**src/rtl/mcwd_pkg.sv**
```systemverilog
package mcwd_pkg;

    localparam int FLAG_W   = 4;
    localparam int OPCODE_W = 7;
    localparam int STEP_W   = 4;
    localparam int CW_W     = 24;

    typedef logic [CW_W-1:0] ctrl_word_t;

    typedef struct packed {
        logic                irq_pending;
        logic [FLAG_W-1:0]   status_flags;
        logic [OPCODE_W-1:0] opcode;
        logic [STEP_W-1:0]   microstep;
    } req_word_t;

    // control lines
    localparam ctrl_word_t W_CLR    = 24'h000001;
    localparam ctrl_word_t W_D0     = 24'h000002;
    localparam ctrl_word_t W_D1     = 24'h000004;
    localparam ctrl_word_t W_D2     = 24'h000008;
    localparam ctrl_word_t W_A0     = 24'h000010;
    localparam ctrl_word_t W_A1     = 24'h000020;
    localparam ctrl_word_t W_B0     = 24'h000040;
    localparam ctrl_word_t W_B1     = 24'h000080;
    localparam ctrl_word_t W_CLRIRQ = 24'h000100;
    localparam ctrl_word_t W_SPINC  = 24'h000200;
    localparam ctrl_word_t W_ADRIN  = 24'h000400;
    localparam ctrl_word_t W_MEMIN  = 24'h000800;
    localparam ctrl_word_t W_PCLD   = 24'h001000;
    localparam ctrl_word_t W_RDLD   = 24'h002000;
    localparam ctrl_word_t W_XLD    = 24'h004000;
    localparam ctrl_word_t W_YLD    = 24'h008000;
    localparam ctrl_word_t W_IMM    = 24'h010000;
    localparam ctrl_word_t W_FLLD   = 24'h020000;
    localparam ctrl_word_t W_M      = 24'h040000;
    localparam ctrl_word_t W_S0     = 24'h080000;
    localparam ctrl_word_t W_S1     = 24'h100000;
    localparam ctrl_word_t W_S2     = 24'h200000;
    localparam ctrl_word_t W_S3     = 24'h400000;
    localparam ctrl_word_t W_CIN    = 24'h800000;

    localparam ctrl_word_t LOW_LINES = W_CLR | W_SPINC | W_RDLD | W_XLD | W_YLD | W_FLLD
                                     | W_ADRIN | W_PCLD | W_CLRIRQ;

endpackage

```
**src/rtl/mcwd_req_if.sv**
```systemverilog
interface mcwd_req_if;
    import mcwd_pkg::*;

    logic                valid;
    logic                ready;
    logic                irq_pending;
    logic [FLAG_W-1:0]   status_flags;
    logic [OPCODE_W-1:0] opcode;
    logic [STEP_W-1:0]   microstep;

    modport source (output valid, irq_pending, status_flags, opcode, microstep, input ready);
    modport sink   (input valid, irq_pending, status_flags, opcode, microstep, output ready);
endinterface

```
**src/rtl/mcwd_rsp_if.sv**
```systemverilog
interface mcwd_rsp_if;
    import mcwd_pkg::*;

    logic            valid;
    logic            ready;
    logic [CW_W-1:0] control_word;

    modport source (output valid, control_word, input ready);
    modport sink   (input valid, control_word, output ready);
endinterface

```
**src/rtl/mcwd_in_stage.sv**
```systemverilog
module mcwd_in_stage (
    input  logic               clk,
    input  logic               rst_n,
    mcwd_req_if.sink           request,
    input  logic               advance,
    output logic               valid,
    output mcwd_pkg::req_word_t word
);
    import mcwd_pkg::*;

    logic      valid_reg;
    logic      valid_next;
    req_word_t word_reg;
    logic      take;

    assign request.ready = !valid_reg || advance;
    assign take          = request.valid && request.ready;

    always_comb
    begin
        valid_next = valid_reg;
        if (take)
        begin
            valid_next = 1'b1;
        end
        else if (advance)
        begin
            valid_next = 1'b0;
        end
    end

    always_ff @(posedge clk or negedge rst_n)
    begin
        if (!rst_n)
        begin
            valid_reg <= 1'b0;
        end
        else
        begin
            valid_reg <= valid_next;
        end
    end

    always_ff @(posedge clk)
    begin
        if (take)
        begin
            word_reg <= '{irq_pending:  request.irq_pending,
                          status_flags: request.status_flags,
                          opcode:       request.opcode,
                          microstep:    request.microstep};
        end
    end

    assign valid = valid_reg;
    assign word  = word_reg;
endmodule

```
**src/rtl/mcwd_decode.sv**
```systemverilog
module mcwd_decode (
    input  mcwd_pkg::req_word_t  word,
    output mcwd_pkg::ctrl_word_t control_word
);
    import mcwd_pkg::*;

    // bus source and address field codes
    localparam ctrl_word_t D_ALU   = W_D0;
    localparam ctrl_word_t D_SHIFT = W_D1;
    localparam ctrl_word_t D_MEM   = W_D1 | W_D0;
    localparam ctrl_word_t D_PC    = W_D2;
    localparam ctrl_word_t D_IR    = W_D2 | W_D0;
    localparam ctrl_word_t D_FLAGS = W_D2 | W_D1;
    localparam ctrl_word_t D_CONST = W_D2 | W_D1 | W_D0;
    localparam ctrl_word_t A_PC    = W_A0 | W_ADRIN;
    localparam ctrl_word_t A_ALU   = W_A1 | W_ADRIN;
    localparam ctrl_word_t IR_LOAD = W_A1 | W_A0;
    localparam ctrl_word_t SP_DEC  = W_SPINC | W_S0;
    localparam ctrl_word_t FL_BUS  = W_FLLD | W_IMM;
    localparam ctrl_word_t FETCHW  = IR_LOAD | D_MEM | W_XLD | W_YLD;
    localparam ctrl_word_t ENDW    = A_PC | W_CLR;

    // alu operation codes
    localparam ctrl_word_t ALU_Y   = W_M | W_S3 | W_S1;
    localparam ctrl_word_t ALU_X   = W_M | W_S3 | W_S2 | W_S1 | W_S0;
    localparam ctrl_word_t ALU_XM1 = W_S3 | W_S2 | W_S1 | W_S0 | W_CIN;
    localparam ctrl_word_t ALU_AND = W_M | W_S3 | W_S1 | W_S0;
    localparam ctrl_word_t ALU_OR  = W_M | W_S3 | W_S2 | W_S1;
    localparam ctrl_word_t ALU_XOR = W_M | W_S2 | W_S1;
    localparam ctrl_word_t ALU_ADD = W_S3 | W_S0 | W_CIN;
    localparam ctrl_word_t ALU_SUB = W_S2 | W_S1;

    // opcode groups and single opcodes
    localparam logic [6:0] OPC_SHIFT_BASE = 7'd48;
    localparam logic [6:0] OPC_SHL_BASE   = 7'd64;
    localparam logic [6:0] OPC_SHR_BASE   = 7'd80;
    localparam logic [6:0] OPC_MISC_BASE  = 7'd96;
    localparam logic [6:0] OPC_LD         = 7'd96;
    localparam logic [6:0] OPC_LDB        = 7'd97;
    localparam logic [6:0] OPC_ST         = 7'd98;
    localparam logic [6:0] OPC_STB        = 7'd99;
    localparam logic [6:0] OPC_LDBL       = 7'd100;
    localparam logic [6:0] OPC_LDBH       = 7'd101;
    localparam logic [6:0] OPC_PUSH       = 7'd102;
    localparam logic [6:0] OPC_POP        = 7'd103;
    localparam logic [6:0] OPC_JMP_MEM    = 7'b1101000;
    localparam logic [6:0] OPC_JMP_REG    = 7'd112;
    localparam logic [6:0] OPC_CALL       = 7'd120;
    localparam logic [6:0] OPC_RET        = 7'd121;
    localparam logic [6:0] OPC_PUSHF      = 7'd122;
    localparam logic [6:0] OPC_POPF       = 7'd123;

    localparam logic [2:0] FN_NONE = 3'd0;
    localparam logic [2:0] FN_AND  = 3'd1;
    localparam logic [2:0] FN_OR   = 3'd2;
    localparam logic [2:0] FN_XOR  = 3'd3;
    localparam logic [2:0] FN_ADD  = 3'd4;
    localparam logic [2:0] FN_SUB  = 3'd5;
    localparam logic [2:0] FN_ADC  = 3'b110;
    localparam logic [2:0] FN_SBB  = 3'b111;

    localparam logic [2:0] CC_ALWAYS = 3'd0;
    localparam logic [2:0] CC_Z      = 3'd1;
    localparam logic [2:0] CC_NZ     = 3'd2;
    localparam logic [2:0] CC_C      = 3'd3;
    localparam logic [2:0] CC_NC     = 3'd4;
    localparam logic [2:0] CC_ZB     = 3'd5;
    localparam logic [2:0] CC_LT     = 3'd6;
    localparam logic [2:0] CC_LE     = 3'd7;

    function automatic ctrl_word_t alu_fn(input logic [2:0] f);
        ctrl_word_t r;
        case (f)
            FN_NONE: r = '0;
            FN_AND:  r = ALU_AND;
            FN_OR:   r = ALU_OR;
            FN_XOR:  r = ALU_XOR;
            FN_ADD:  r = ALU_ADD;
            FN_SUB:  r = ALU_SUB;
            FN_ADC:  r = ALU_ADD;
            FN_SBB:  r = ALU_SUB;
            default: r = '0;
        endcase
        return r;
    endfunction

    // template entry before inversion of the active-low lines
    function automatic ctrl_word_t template_word(input logic [6:0] op, input logic [3:0] step);
        ctrl_word_t w;
        ctrl_word_t fin;
        ctrl_word_t a1;
        ctrl_word_t mid;
        ctrl_word_t last;
        ctrl_word_t lea;
        ctrl_word_t stw;
        logic [2:0] mode;
        logic [2:0] f;
        logic [3:0] n;
        w    = '0;
        mode = op[5:3];
        f    = op[2:0];
        n    = op[3:0];
        fin  = '0;
        a1   = '0;
        mid  = '0;
        last = '0;
        lea  = D_MEM | W_B0 | W_IMM | W_YLD | ALU_ADD | A_ALU;
        stw  = ALU_Y | D_ALU | W_MEMIN | W_B1 | ENDW;
        if (step == 4'd0)
        begin
            w = FETCHW;
        end
        else if (op < OPC_SHIFT_BASE)
        begin
            fin = (mode < 3'd4) ? (alu_fn(f) | D_ALU | W_RDLD | W_FLLD | ENDW)
                                : (alu_fn(f) | D_ALU | W_MEMIN | W_B1 | W_FLLD | ENDW);
            case (mode)
                3'd0:
                begin
                    if (f == FN_NONE)
                        w = (step == 4'd1) ? (ALU_X | D_ALU | W_RDLD | ENDW) : '0;
                    else if (step == 4'd1)
                        w = D_MEM | W_B0 | W_YLD;
                    else if (step == 4'd2)
                        w = fin;
                end
                3'd1:
                begin
                    if (f == FN_NONE)
                        w = (step == 4'd1) ? (D_MEM | W_B0 | W_RDLD | ENDW) : '0;
                    else if (step == 4'd1)
                        w = D_MEM | W_B0 | W_IMM | W_YLD;
                    else if (step == 4'd2)
                        w = fin;
                end
                3'd2, 3'd3:
                begin
                    a1 = D_MEM | W_B0 | W_YLD | ALU_Y | A_ALU | ((mode == 3'd2) ? W_IMM : '0);
                    if (step == 4'd1)
                        w = a1;
                    else if (f == FN_NONE)
                        w = (step == 4'd2) ? (D_MEM | W_B1 | W_RDLD | ENDW) : '0;
                    else if (step == 4'd2)
                        w = D_MEM | W_B1 | W_IMM | W_YLD;
                    else if (step == 4'd3)
                        w = fin;
                end
                default:
                begin
                    if (step == 4'd1)
                        w = (mode == 3'd4) ? (D_MEM | W_B0 | W_IMM | W_XLD | ALU_X | A_ALU)
                                           : (D_MEM | W_B0 | W_YLD | ALU_X | A_ALU);
                    else if (f == FN_NONE)
                        w = (step == 4'd2) ? (ALU_Y | D_ALU | W_MEMIN | W_B1 | ENDW) : '0;
                    else if (step == 4'd2)
                        w = D_MEM | W_B1 | W_IMM | W_XLD;
                    else if (step == 4'd3)
                        w = fin;
                end
            endcase
        end
        else if (op < OPC_MISC_BASE)
        begin
            if (op < OPC_SHL_BASE)
            begin
                mid  = ALU_ADD | D_ALU | W_IMM | W_XLD | W_YLD;
                last = ALU_ADD | D_ALU | W_RDLD | W_FLLD | ENDW;
            end
            else
            begin
                mid  = ALU_X | D_SHIFT | W_IMM | W_XLD;
                last = ALU_X | D_SHIFT | W_RDLD | W_IMM | W_XLD | W_FLLD | ENDW;
                if (op >= OPC_SHR_BASE)
                begin
                    mid  = mid | W_CIN;
                    last = last | W_CIN;
                end
            end
            if (n == 4'd0)
                w = (step == 4'd1) ? ENDW : '0;
            else if (step == n)
                w = last;
            else if (step < n)
                w = mid;
        end
        else
        begin
            case (op)
                OPC_LD:
                    case (step)
                        4'd1:    w = lea;
                        4'd2:    w = D_MEM | W_B1 | W_RDLD | ENDW;
                        default: w = '0;
                    endcase
                OPC_LDB:
                    case (step)
                        4'd1:    w = lea;
                        4'd2:    w = D_MEM | W_B1 | W_B0 | W_RDLD | ENDW;
                        default: w = '0;
                    endcase
                OPC_ST:
                    case (step)
                        4'd1:    w = lea;
                        4'd2:    w = D_IR | W_YLD;
                        4'd3:    w = stw;
                        default: w = '0;
                    endcase
                OPC_STB:
                    case (step)
                        4'd1:    w = lea;
                        4'd2:    w = D_IR | W_YLD;
                        4'd3:    w = D_MEM | W_B1 | W_RDLD;
                        4'd4:    w = stw;
                        default: w = '0;
                    endcase
                OPC_LDBL:
                    case (step)
                        4'd1:    w = lea;
                        4'd2:    w = D_MEM | W_B0 | W_RDLD | ENDW;
                        default: w = '0;
                    endcase
                OPC_LDBH:
                    case (step)
                        4'd1:    w = lea;
                        4'd2:    w = D_MEM | W_RDLD | ENDW;
                        default: w = '0;
                    endcase
                OPC_PUSH:
                    case (step)
                        4'd1:    w = SP_DEC | D_MEM | W_B0 | W_YLD | ALU_XM1 | A_ALU;
                        4'd2:    w = stw;
                        default: w = '0;
                    endcase
                OPC_POP:
                    case (step)
                        4'd1:    w = ALU_X | A_ALU;
                        4'd2:    w = W_SPINC | D_MEM | W_B1 | W_RDLD | ENDW;
                        default: w = '0;
                    endcase
                OPC_CALL:
                    case (step)
                        4'd1:    w = D_MEM | W_B0 | W_IMM | W_YLD | ALU_XM1 | A_ALU;
                        4'd2:    w = SP_DEC | D_PC | W_MEMIN | W_B1;
                        4'd3:    w = ALU_Y | D_ALU | W_PCLD | A_ALU | W_CLR;
                        default: w = '0;
                    endcase
                OPC_RET:
                    case (step)
                        4'd1:    w = ALU_X | A_ALU;
                        4'd2:    w = W_SPINC | D_MEM | W_B1 | W_PCLD | ENDW;
                        default: w = '0;
                    endcase
                OPC_PUSHF:
                    case (step)
                        4'd1:    w = SP_DEC | ALU_XM1 | A_ALU;
                        4'd2:    w = D_FLAGS | W_MEMIN | W_B1 | ENDW;
                        default: w = '0;
                    endcase
                OPC_POPF:
                    case (step)
                        4'd1:    w = ALU_X | A_ALU;
                        4'd2:    w = W_SPINC | D_MEM | W_B1 | FL_BUS | ENDW;
                        default: w = '0;
                    endcase
                default:
                begin
                    if (step == 4'd1)
                    begin
                        if (op >= OPC_JMP_MEM && op < OPC_JMP_REG)
                            w = D_MEM | W_B0 | ENDW;
                        else if (op >= OPC_JMP_REG && op < OPC_CALL)
                            w = ALU_X | D_ALU | ENDW;
                        else
                            w = ENDW;
                    end
                end
            endcase
        end
        return w;
    endfunction

    function automatic ctrl_word_t irq_word(input logic [3:0] step);
        ctrl_word_t r;
        case (step)
            4'd0:    r = D_CONST | W_XLD | ALU_XM1 | A_ALU;
            4'd1:    r = SP_DEC | D_PC | W_MEMIN | W_B1;
            4'd2:    r = D_CONST | W_PCLD | A_PC | W_CLRIRQ | W_CLR;
            default: r = '0;
        endcase
        return r;
    endfunction

    logic       zf;
    logic       bf;
    logic       cf;
    logic       lt;
    logic       take;
    logic       is_jump;
    logic       cin_hit;
    logic [3:0] alu_step;
    ctrl_word_t base;

    assign zf = word.status_flags[0];
    assign bf = word.status_flags[1];
    assign cf = !bf;
    assign lt = word.status_flags[2] ^ word.status_flags[3];

    always_comb
    begin
        case (word.opcode[2:0])
            CC_ALWAYS: take = 1'b1;
            CC_Z:      take = zf;
            CC_NZ:     take = !zf;
            CC_C:      take = cf;
            CC_NC:     take = !cf;
            CC_ZB:     take = zf || bf;
            CC_LT:     take = lt;
            CC_LE:     take = zf || lt;
            default:   take = 1'b0;
        endcase
    end

    assign is_jump  = (word.opcode >= OPC_JMP_MEM) && (word.opcode < OPC_CALL)
                    && (word.microstep == 4'd1);
    assign alu_step = (word.opcode[5:3] < 3'd2) ? 4'd2 : 4'd3;
    assign cin_hit  = (word.opcode < OPC_SHIFT_BASE) && (word.microstep == alu_step)
                    && (((word.opcode[2:0] == FN_ADC) && cf)
                        || ((word.opcode[2:0] == FN_SBB) && !cf));
    assign base     = template_word(word.opcode, word.microstep) ^ LOW_LINES;

    always_comb
    begin
        if (word.irq_pending)
        begin
            control_word = irq_word(word.microstep) ^ LOW_LINES;
        end
        else
        begin
            control_word = base ^ ((is_jump && take) ? W_PCLD : '0)
                                ^ (cin_hit ? W_CIN : '0);
        end
    end
endmodule

```
**src/rtl/mcwd_out_stage.sv**
```systemverilog
module mcwd_out_stage (
    input  logic                 clk,
    input  logic                 rst_n,
    input  logic                 valid,
    input  mcwd_pkg::ctrl_word_t word,
    output logic                 ready,
    mcwd_rsp_if.source           result
);
    import mcwd_pkg::*;

    logic       valid_reg;
    logic       valid_next;
    ctrl_word_t word_reg;
    logic       load;

    assign ready = !valid_reg || result.ready;
    assign load  = valid && ready;

    always_comb
    begin
        valid_next = valid_reg;
        if (load)
        begin
            valid_next = 1'b1;
        end
        else if (result.ready)
        begin
            valid_next = 1'b0;
        end
    end

    always_ff @(posedge clk or negedge rst_n)
    begin
        if (!rst_n)
        begin
            valid_reg <= 1'b0;
        end
        else
        begin
            valid_reg <= valid_next;
        end
    end

    always_ff @(posedge clk)
    begin
        if (load)
        begin
            word_reg <= word;
        end
    end

    assign result.valid        = valid_reg;
    assign result.control_word = word_reg;
endmodule

```
**src/rtl/microcode_control_word_decoder_unit.sv**
```systemverilog
// channel   role    fields
// request   sink    irq_pending, status_flags, opcode, microstep
// result    source  control_word
//
// one word per cycle sustained while result is not stalled; path from request to result:
// input register, single-pass lookup logic, result register
// rst_n clears both valid flags asynchronously, data registers keep no reset value
// a stalled result holds its word; request stays ready while the input register can drain
module microcode_control_word_decoder_unit (
    input  logic      clk,
    input  logic      rst_n,
    mcwd_req_if.sink  request,
    mcwd_rsp_if.source result
);
    import mcwd_pkg::*;

    logic       in_valid;
    logic       out_ready;
    req_word_t  in_word;
    ctrl_word_t lookup_word;

    mcwd_in_stage u_in_stage (
        .clk     (clk),
        .rst_n   (rst_n),
        .request (request),
        .advance (out_ready),
        .valid   (in_valid),
        .word    (in_word)
    );

    mcwd_decode u_decode (
        .word         (in_word),
        .control_word (lookup_word)
    );

    mcwd_out_stage u_out_stage (
        .clk    (clk),
        .rst_n  (rst_n),
        .valid  (in_valid),
        .word   (lookup_word),
        .ready  (out_ready),
        .result (result)
    );
endmodule

```
**src/flat_wrapper.sv**
```systemverilog
// flat-port wrapper written by rule: the top's interface ports become plain ports
module microcode_control_word_decoder_unit_flat import mcwd_pkg::*;
  (clk, rst_n, request_valid, request_irq_pending, request_status_flags, request_opcode, request_microstep, request_ready, result_valid, result_control_word, result_ready);
  mcwd_req_if request_i ();
  mcwd_rsp_if result_i ();
  input  logic clk;
  input  logic rst_n;
  input wire logic [$bits(request_i.valid)-1:0] request_valid;
  input wire logic [$bits(request_i.irq_pending)-1:0] request_irq_pending;
  input wire logic [$bits(request_i.status_flags)-1:0] request_status_flags;
  input wire logic [$bits(request_i.opcode)-1:0] request_opcode;
  input wire logic [$bits(request_i.microstep)-1:0] request_microstep;
  output wire logic [$bits(request_i.ready)-1:0] request_ready;
  output wire logic [$bits(result_i.valid)-1:0] result_valid;
  output wire logic [$bits(result_i.control_word)-1:0] result_control_word;
  input wire logic [$bits(result_i.ready)-1:0] result_ready;
  assign request_i.valid = request_valid;
  assign request_i.irq_pending = request_irq_pending;
  assign request_i.status_flags = request_status_flags;
  assign request_i.opcode = request_opcode;
  assign request_i.microstep = request_microstep;
  assign request_ready = request_i.ready;
  assign result_valid = result_i.valid;
  assign result_control_word = result_i.control_word;
  assign result_i.ready = result_ready;
  microcode_control_word_decoder_unit u_core (.clk(clk), .rst_n(rst_n), .request(request_i), .result(result_i));
endmodule
```
**config.mk**
```make
export PLATFORM = sky130hd
export DESIGN_NAME = microcode_control_word_decoder_unit_flat
export DESIGN_NICKNAME = d
export VERILOG_FILES = /design/src/rtl/mcwd_pkg.sv /design/src/rtl/mcwd_req_if.sv /design/src/rtl/mcwd_rsp_if.sv /design/src/rtl/mcwd_in_stage.sv /design/src/rtl/mcwd_decode.sv /design/src/rtl/mcwd_out_stage.sv /design/src/rtl/microcode_control_word_decoder_unit.sv /design/src/flat_wrapper.sv
export SDC_FILE = /design/constraint.sdc
export NUM_CORES = 1
export LEC_CHECK = 0
export BUFFER_PORTS_ARGS = -buffer_cell sky130_fd_sc_hd__buf_2
export CAP_MARGIN = 20
export CORE_MARGIN = 1.5
export CORE_UTILIZATION = 59
export CTS_CLUSTER_DIAMETER = 50
export DETAILED_ROUTE_END_ITERATION = 10
export PLACE_DENSITY_LB_ADDON = 0.2
export SLEW_MARGIN = 20
export SYNTH_ARGS = -nofsm -noshare
export SYNTH_HDL_FRONTEND = slang
export SYNTH_HIERARCHICAL = 1
export SYNTH_SLANG_ARGS = --single-unit
```
**constraint.sdc**
```tcl
create_clock -name clk -period 3.6 [get_ports clk]
set_input_delay 0.18 -clock clk [delete_from_list [all_inputs] [get_ports clk]]
set_output_delay 0.18 -clock clk [all_outputs]
set_load 0.005 [all_outputs]
```
==> flow_summary.toml <==
[worst_setup_path]
crit_arrival_ns = 3.19
crit_fanout = 10
path_common_cell = "a21oi_1"
path_buf_inv = 2
worstPathRequired_ns = 3.69
critPathSlowestCell = "nor3b_1"
start_kind = "register"
cp_top_family = "compound AO/OA/AOI/OAI gates"
critPathCaptureType = "register"
worstPathCellList = "inv_1 > ha_1 > buf_4 > nor3b_1 > a21oi_1 > and2_1 > a21oi_1 > a21oi_1 > o311ai_0"
critPathMaxStageDelay_ns = 0.58
worstSetupPathType = "register to register"

[placed_design]
dp_hpwl_um = 9075
port_buffers = 45
gp_congestion = 1.039

[final_layout]
largest_reg_flops = 24
final_layout_size_suffix_gt1_share_pct = 20.09
area_growth_pct = 11.29
fillerInstances = 476
fin_nets = 491
n_antenna_cell = 0

[power_and_ir_drop]
power.density_nw_per_um2 = 314.6
p_int_mw = 0.8565
switching_power_mw = 0.4087
p_leak_nw = 1.443
ir_worst_vdd_mv = 0.2635
p_comb_share_pct = 26.0
switching_share_pct = 32.30
pwr-share-clk_pct = 25.4
design_power_total_mw = 1.265
seqPwrFrac_pct = 48.6

[yosys]
syn_nets = 457
yosys_warnings = 6
synth_edf_count = 40
synth_area_um2 = 3613
yosysMostFrequentCell = "a21oi_1"
avgSynthCellArea_um2 = 8.443
ys_seq_area_share_pct = 34.63
synthTopCellsByArea = "edfxtp_1 33%, a21oi_1 6.1%, o21ai_0 4.8%"
netlist_top_cells_count = "44 x a21oi_1, 40 x edfxtp_1, 35 x o21ai_0"
synth_top_area_cell = "edfxtp_1"
ys.flop_type = "edfxtp_1"
synthCells = 428
synth-seq-cells = 42
synthDistinctLibCells = 78
synth_top_area_share_pct = 33.24
synthArstFlopShare_pct = 4.762

[outcome]
status = "finished, final reports clean"

[cts]
clkTransAtPathRegs_ns = 0.08
cts_buffers = 5
cts_htree_levels = 2
cts_tree = "yes"
cts_sinks = 42
ctsResizeCount = 0
clock_path_buffers = 2
cts_hold_buf = 1
clk_latency_ns = 0.30
cts-root-buf = "clkbuf_8"
post_cts_buffers = 0

[floorplan]
row_count = 28
die_w_um = 81.26
die-area_um2 = 6603
design.core.area_um2 = 5921
initial_core_util_pct = 61.03
num_io_pins = 46
die_h_um = 81.26

[sta]
rsz0062_at_grt = "no"
relSlewSlack_pct = 32.26
fmax_mhz = 322.9
fin_worst_skew_ns = 0.006969
post-route-period-util_pct = 86.02
tns_ns = 0
slew_viol_final = 0
holdWs_ns = 0.04755
finalHoldViolCount = 0
period_needed_ns = 3.097
finalSetupViolations = 0
tightest_slew_ns = 1.016

[route]
route.vias.total = 3867
dr.first_iter.drc_count = 647
wl_um = 12400
postRouteAntennaNets = 0
first_pass_iters = 5
drt-vias-per-instance = 7.188
drc = 0
wl_per_cell_um = 23.05

[grt]
gr-usage-all-layers_pct = 38.77
grt_pass1_wl_um = 18740
grt_start_max_net_pins = 25
grt_overflow = 0
antenna_found_initial = 0
first_global_vias = 3468

[min_path]
hold_path.class = "input pin to register"

[flow_run]
drv_cap = 0
-- power by group through the flow --
stage	Clock, mW	Sequential [mW]	Combinational (mW)
after floorplan	0	0.608	0.219
after global placement	0	0.623	0.308
after detailed placement	0	0.625	0.313
after CTS	0.332	0.614	0.315
after global routing	0.347	0.620	0.349
final	0.322	0.615	0.328
-- layout make-up --
class	count	area [um2]	share of cell area, %
clock buffers	6	82.58	2.054
clock inverters	2	12.51	0.3111
inverters	8	30.03	0.7467
multi-input cells	340	2173	54.04
flip-flops and latches	42	1251	31.11
well taps	75	93.84	2.334
repair buffers	65	377.9	9.396
-- logic make-up after synthesis --
family | Yosys count | synth area share [%]
AO/OA/AOI/OAI | 159 | 29.23
buffers and inverters | 46 | 5.228
flip-flops | 42 | 34.63
XOR/XNOR | 5 | 1.212
adder cells (fa/ha/maj) | 9 | 3.116
AND/OR/NAND/NOR | 164 | 25.73
multiplexers | 3 | 0.8657
-- final timing paths --
path                                            from                                          to  slack, ns  cells after the start
max in group asynchronous                      rst_n                     u_core/u_in_stage/valid       3.31                      2
min                                request_opcode[4]                   u_core/u_in_stage/word[8]       0.05                      1
max                        u_core/u_in_stage/word[4]  u_core/u_out_stage/result.control_word[23]       0.50                      9
max reg2reg                u_core/u_in_stage/word[4]  u_core/u_out_stage/result.control_word[23]       0.50                      9
min reg2reg                  u_core/u_in_stage/valid             u_core/u_out_stage/result.valid       0.57                      1
min in group asynchronous                      rst_n             u_core/u_out_stage/result.valid       0.19                      2
-- through the flow --
step           area, um2  utilization, %  instances  worst slack (ns)
2_1_floorplan       3613               -        428             1.080
3_3_place_gp        3916           66.15        529            0.7254
3_5_place_dp        3916           66.15        529            0.6326
4_1_cts             4021           67.92        538            0.5969
5_1_grt             4021           67.92        538            0.3050
6_report            4021           67.92        538            0.5033
-- layer usage --
| metal | global-route usage [%] | part of all wire [%] | vias up |
|---|---|---|---|
| li1 | - | - | 1708 |
| met1 | 50.76 | 37 | 1741 |
| met2 | 58.93 | 43 | 351 |
| met3 | 7.416 | 14 | 67 |
| met4 | 22.93 | 5.8 | 0 |
| met5 | 0 | 0 | - |
-- placed cells by master (no fill, tap or decap), drive strengths merged, types with 7 or more instances in the layout --
cell type  instances
edfxtp            40
nand4              7
o31ai              8
o22ai              7
a21oi             45
o21ai             35
ha                 9
nand2             33
nand3             13
nor2b              8
a31oi              7
nor3              14
buf               64
nor2              29
nand2b            12
inv                8
(Power assumes the default switching activity.)
